==> config.mk <==
export PLATFORM = sky130hd
export DESIGN_NAME = tcs_front
export DESIGN_NICKNAME = d
export VERILOG_FILES = /design/src/rtl/tcs_pkg.sv /design/src/rtl/tcs_front.sv
export SDC_FILE = /design/constraint.sdc
export NUM_CORES = 1
export LEC_CHECK = 0
export BUFFER_PORTS_ARGS = -buffer_cell sky130_fd_sc_hd__buf_2
export CORE_ASPECT_RATIO = 1.2
export CORE_MARGIN = 2
export CORE_UTILIZATION = 40
export CTS_CLUSTER_DIAMETER = 120
export DETAILED_ROUTE_END_ITERATION = 12
export PLACE_DENSITY = 0.62
export SETUP_SLACK_MARGIN = 0.3
export SLEW_MARGIN = 10
export SYNTH_ARGS = -nofsm -noshare
export SYNTH_HDL_FRONTEND = slang
export SYNTH_SLANG_ARGS = --single-unit
export TNS_END_PERCENT = 50
==> constraint.sdc <==
create_clock -name clk_i -period 12.6 [get_ports clk_i]
set_clock_uncertainty 0.2 [all_clocks]
set_input_delay 3.15 -clock clk_i [delete_from_list [all_inputs] [get_ports clk_i]]
set_output_delay 3.15 -clock clk_i [all_outputs]
set_load 0.02 [all_outputs]
==> src/rtl/tcs_pkg.sv <==
package tcs_pkg;

  // texture geometry (powers of two)
  localparam int TEX_W_LG    = 6;
  localparam int TEX_H_LG    = 6;
  localparam int TEX_W       = 1 << TEX_W_LG;
  localparam int TEX_H       = 1 << TEX_H_LG;
  localparam int SCREEN_H    = 1024;
  localparam int STORE_AW    = 12;
  localparam int STORE_DEPTH = 1 << STORE_AW;

  // field widths
  localparam int COLOR_W  = 32;
  localparam int COL_W    = 10;
  localparam int ROW_W    = 11;
  localparam int FRAC_W   = 16;
  localparam int HEIGHT_W = 16;
  localparam int END_W    = 12;
  localparam int DIST_W   = 16;
  localparam int GAIN_W   = 16;
  localparam int VSHIFT_W = 11;
  localparam int SHADE_W  = 9;
  localparam int SHADE_FRAC = 8;

  // stream widths
  localparam int IN_DATA_W  = 128;
  localparam int OUT_DATA_W = 56;
  localparam int KIND_W     = 2;

  // configuration port
  localparam int CFG_IDX_W  = 1;
  localparam int CFG_DATA_W = 16;
  localparam logic [CFG_IDX_W-1:0] CFG_LIGHT_GAIN = 1'b0;
  localparam logic [CFG_IDX_W-1:0] CFG_VSHIFT     = 1'b1;

  localparam logic [GAIN_W-1:0]   GAIN_RESET = 16'd256;
  localparam logic [COLOR_W-1:0]  KEY_COLOR  = 32'h0000_FF00;

  typedef enum logic [KIND_W-1:0] {
    KIND_TEXEL = 2'd0,
    KIND_SETUP = 2'd1,
    KIND_PIXEL = 2'd2,
    KIND_NONE  = 2'd3
  } kind_e;

  typedef struct packed {
    kind_e                 kind;
    logic [STORE_AW-1:0]   texel_index;
    logic [COLOR_W-1:0]    texel_color;
    logic [COL_W-1:0]      column;
    logic [FRAC_W-1:0]     wall_frac;
    logic                  hit_side;
    logic                  step_x_negative;
    logic                  step_y_positive;
    logic [HEIGHT_W-1:0]   wall_height;
    logic [END_W-1:0]      row_end;
    logic [DIST_W-1:0]     distance;
    logic [ROW_W-1:0]      row;
  } item_t;

  // handshake between front queue and back sequencer
  typedef struct packed {
    logic valid;
    item_t item;
  } front_t;

endpackage

==> src/rtl/tcs_front.sv <==
module tcs_front import tcs_pkg::*; (
  input  logic                 clk_i,
  input  logic                 rst_ni,
  input  logic                 s_axis_tvalid_i,
  output logic                 s_axis_tready_o,
  input  logic [IN_DATA_W-1:0] s_axis_tdata_i,
  input  logic [KIND_W-1:0]    s_axis_tuser_i,
  output front_t               front_o,
  input  logic                 pop_i
);

  item_t       in_item;
  item_t       mem_q [2];
  logic        wr_ptr_q, wr_ptr_d;
  logic        rd_ptr_q, rd_ptr_d;
  logic [1:0]  cnt_q, cnt_d;
  logic        push;
  logic        pop;

  // unpack and classify the incoming transaction
  always_comb begin
    in_item.kind            = kind_e'(s_axis_tuser_i);
    in_item.texel_index     = s_axis_tdata_i[11:0];
    in_item.texel_color     = s_axis_tdata_i[43:12];
    in_item.column          = s_axis_tdata_i[53:44];
    in_item.wall_frac       = s_axis_tdata_i[69:54];
    in_item.hit_side        = s_axis_tdata_i[70];
    in_item.step_x_negative = s_axis_tdata_i[71];
    in_item.step_y_positive = s_axis_tdata_i[72];
    in_item.wall_height     = s_axis_tdata_i[88:73];
    in_item.row_end         = s_axis_tdata_i[100:89];
    in_item.distance        = s_axis_tdata_i[116:101];
    in_item.row             = s_axis_tdata_i[127:117];
  end

  assign s_axis_tready_o = (cnt_q != 2'd2);
  assign push            = s_axis_tvalid_i && s_axis_tready_o;
  assign pop             = pop_i && (cnt_q != 2'd0);

  always_comb begin
    wr_ptr_d = push ? ~wr_ptr_q : wr_ptr_q;
    rd_ptr_d = pop ? ~rd_ptr_q : rd_ptr_q;
    cnt_d    = cnt_q + 2'(push) - 2'(pop);
  end

  always_ff @(posedge clk_i or negedge rst_ni) begin
    if (!rst_ni) begin
      wr_ptr_q <= 1'b0;
      rd_ptr_q <= 1'b0;
      cnt_q    <= 2'd0;
    end else begin
      wr_ptr_q <= wr_ptr_d;
      rd_ptr_q <= rd_ptr_d;
      cnt_q    <= cnt_d;
    end
  end

  always_ff @(posedge clk_i) begin
    if (push) begin
      mem_q[wr_ptr_q] <= in_item;
    end
  end

  assign front_o.valid = (cnt_q != 2'd0);
  assign front_o.item  = mem_q[rd_ptr_q];

endmodule

==> summary.md <==
| Metric | Value |
|---|---|
| Sink Count | `about 260` |
| Crit start category | `flop` |
| Router iterations before antenna repair | `4` |
| CTS hold repair buffers | `0` |
| Row cnt | `63` |
| Synthesis-to-layout area growth | `25.6%` |
| Synth top area cells | `edfxtp_1, mux2_4, mux2_2, buf_6, dfrtp_1` |
| Root Buffer | `clkbuf_16` |
| Min Hold Slack | `between 0.3 and 0.4 ns` |
| Synthesized cell area | `9950 um^2` |
| Post-cts resize count | `0` |
| Top FF cell, synth | `edfxtp_1` |
| Status | `finished clean` |
| Antenna violations before repair | `2` |
| Drt total wl | `18400 um` |
| Sequential area share after synthesis | `0.794` |
| CP Max Fanout | `52` |
| Measured slew at the worst slew-check pin | `1.10 ns` |
| Reg2Reg Launch Point | `cnt_q[1]$_DFF_PN0_` |
| Via total after detailed routing | `just under 5k` |
| Largest family of logic cells by synthesized area | `multiplexers` |
| CTS clk-pin slew, worst paths | `0.06 ns` |
| Wire length on met1 | `7050 um` |
| ANT nets after route | `0` |
| Slowest cell on crit path | `buf_4` |
| Max Slew Vio Count | `0` |
| Setup Viol. Count Final | `0` |
| Maximum vdd drop | `134 uV` |
| Largest area contributor in the netlist | `edfxtp_1` |
| Core area | `24600 um^2` |
| Syn Area/Cell | `23.6 um^2` |
| Die area | `about 26000 um^2` |
| Iteration-0 DRC count of the detailed router | `around 180` |
| Post-DR wirelength/cell | `about 18 um` |
| Total negative slack | `0 ns` |
| Via-to-Cell Ratio | `around 4.6` |
| RSZ-0062 raised after global routing | `no` |
| Top-count cell post-synth | `edfxtp_1` |
| Skew-Pair Late Insertion Delay | `0.51 ns` |
| Synth Area in Compound Gates | `0` |
| Fin crit period | `between 6 and 7 ns` |
| DR top layer | `met5` |
| CTS tree | `yes` |
| Slowest stage delay, CP | `a little over 0.8 ns` |
| Die height | `177 um` |
| Synth Area in XOR/XNOR | `0.00352` |
| Multiplexer area fraction after synthesis | `0.181` |
| Synth warnings | `0` |
| Largest net degree at the start of global routing | `80` |
| Layout cells sized above 1 | `0.610` |
| FFs w/ async S/R, synth | `0.0152` |
| Fillcell total | `2054` |
| Mapped Cells | `422` |
| IO Pins | `266` |
| Worst Hold Class | `flop to flop` |
| Design Power | `0.00312 W` |
| Util after Layout | `0.508` |
| Reg2Reg Depth | `4` |
| Post-synth top cells | `edfxtp_1, mux2_4, mux2_2, buf_6` |
| Starting Density | `0.405` |
| DPL Wire Length | `12400 um` |
| Fin. Hold Viols | `0` |
| Crit path kind | `flop to primary output` |
| Min-delay src | `cnt_q[0]$_DFF_PN0_` |
| Worst EP required | `9.25 ns` |
| EDFF count, synth | `260` |
| Metal3 WL | `1330 um` |
| Hold EP | `cnt_q[0]$_DFF_PN0_` |
| NumNets Final | `841` |
| TritonCTS Buffers | `26` |
| Simple-Gate Fraction of Synth Area | `0.00327` |
| Post-Synth Adder-Cell Area | `0.00251` |
| Vias in the first global route | `5074` |
| PwrDens | `between 200 and 250 nW/um^2` |
| Unique masters post-synth | `17` |
| Pleak | `roughly 5 nW` |
| H-tree depth | `1` |
| Reg-to-reg endpoint | `mem_q[0][40]$_DFFE_PP_` |
| Syn_nets | `558` |
| Gr usage total | `0.134` |
| Fmax | `roughly 160 MHz` |
| Port Buf Inserts | `265` |
| Fin crit share | `0.485` |
| #FFs+latches synth | `264` |
| Worst relative slew slack | `0.265` |
| Grt ovf | `0` |
| Crit path capture type | `primary output` |
| GPL Wtd Cong | `0.738` |
| Top cell type's share of synthesized area | `0.784` |
| Hold path depth | `1` |
| CP cell instances | `buf_4, mux2_4, buf_2` |
| Wire length of the first global-routing pass | `27200 um` |
| Max Cap Violations | `0` |
| Post-CTS setup buffers | `0` |
| Die width | `148 um` |
| Met2 wire length | `roughly 9700 um` |
| Crit path arrival time | `2.76 ns` |
| Flop2flop setup slack | `9.71 ns` |
| CTS Buffer Depth | `3` |
| Drt drc | `0` |
## where the power goes
group	switching, W	total [W]	internal (W)
registers	0.0000704	0.00127	0.00120
logic	0.000589	0.00103	0.000441
clock network	0.000300	0.000812	0.000512
total	0.000960	0.00312	0.00216
## worst max-delay path, delay by kind of cell, from the launching register on
| family | cells | cell delay, ns |
|---|---|---|
| flops | 1 | 0.79 |
| buf+inv | 2 | 0.99 |
| mux | 1 | 0.36 |
## how the worst max path moves through the flow
stage | startpoint | to | cells past startpoint
3_3_place_gp | s_axis_tvalid_i | mem_q[0][117]$_DFFE_PP_ | 4
3_5_place_dp | s_axis_tvalid_i | mem_q[0][44]$_DFFE_PP_ | 4
2_1_floorplan | s_axis_tvalid_i | mem_q[0][0]$_DFFE_PP_ | 2
6_report | rd_ptr_q$_DFFE_PN0P_ | front_o[71] | 3
5_1_grt | rd_ptr_q$_DFFE_PN0P_ | front_o[74] | 3
4_1_cts | rd_ptr_q$_DFFE_PN0P_ | front_o[71] | 3
## layout make-up
class	instances	area (um^2)	area share
flip-flops and latches	264	7910	0.633
repair buffers	270	1360	0.109
diodes	1	2.50	0.000200
multi-input cells	142	1910	0.153
clock buffers	33	698	0.0559
clock inverters	11	206	0.0165
well taps	325	407	0.0325
inverters	1	3.75	0.000300
## kinds of logic after synthesis
logic type | Yosys count
xor gates and xnor gates | 4
adders and majority gates | 2
DFF | 264
muxes | 130
buffers and inverters | 16
and+or+nand+nor | 6
## cells in the final DEF, fill, tap and decap left out, types with 2 or more instances in the layout
cell type	synthesis	final
buf_2	4	265
buf_4	0	5
bufinv_16	0	6
clkbuf_1	0	6
clkbuf_16	0	27
clkinv_1	0	2
clkinv_2	0	2
dfrtp_1	4	3
edfxtp_1	260	260
ha_1	2	2
mux2_2	40	40
mux2_4	90	90
xnor2_1	3	3
## registers in the layout, indices dropped and copies added (netlist names)
register,count
cnt_q,2
mem_q,260
wr_ptr_q,1
rd_ptr_q,1
## metal layers
layer | vias up | GRT usage
met3 | 38 | 0.0353
li1 | 2247 | -
met5 | - | 0
met1 | 2367 | 0.157
met2 | 164 | 0.242
met4 | 2 | 0.0417
## per-stage QoR
| stage | instances | cell area [um^2] | setup WS [ns] |
|---|---|---|---|
| floorplan | 422 | 9950 | 3.13 |
| global route | 1047 | 12500 | 6.35 |
| detailed placement | 1002 | 11600 | 6.92 |
| global placement | 1002 | 11600 | 6.99 |
| CTS | 1046 | 12500 | 6.42 |
| finish | 1047 | 12500 | 6.49 |
Note: power is estimated with default switching activity, not from simulation.
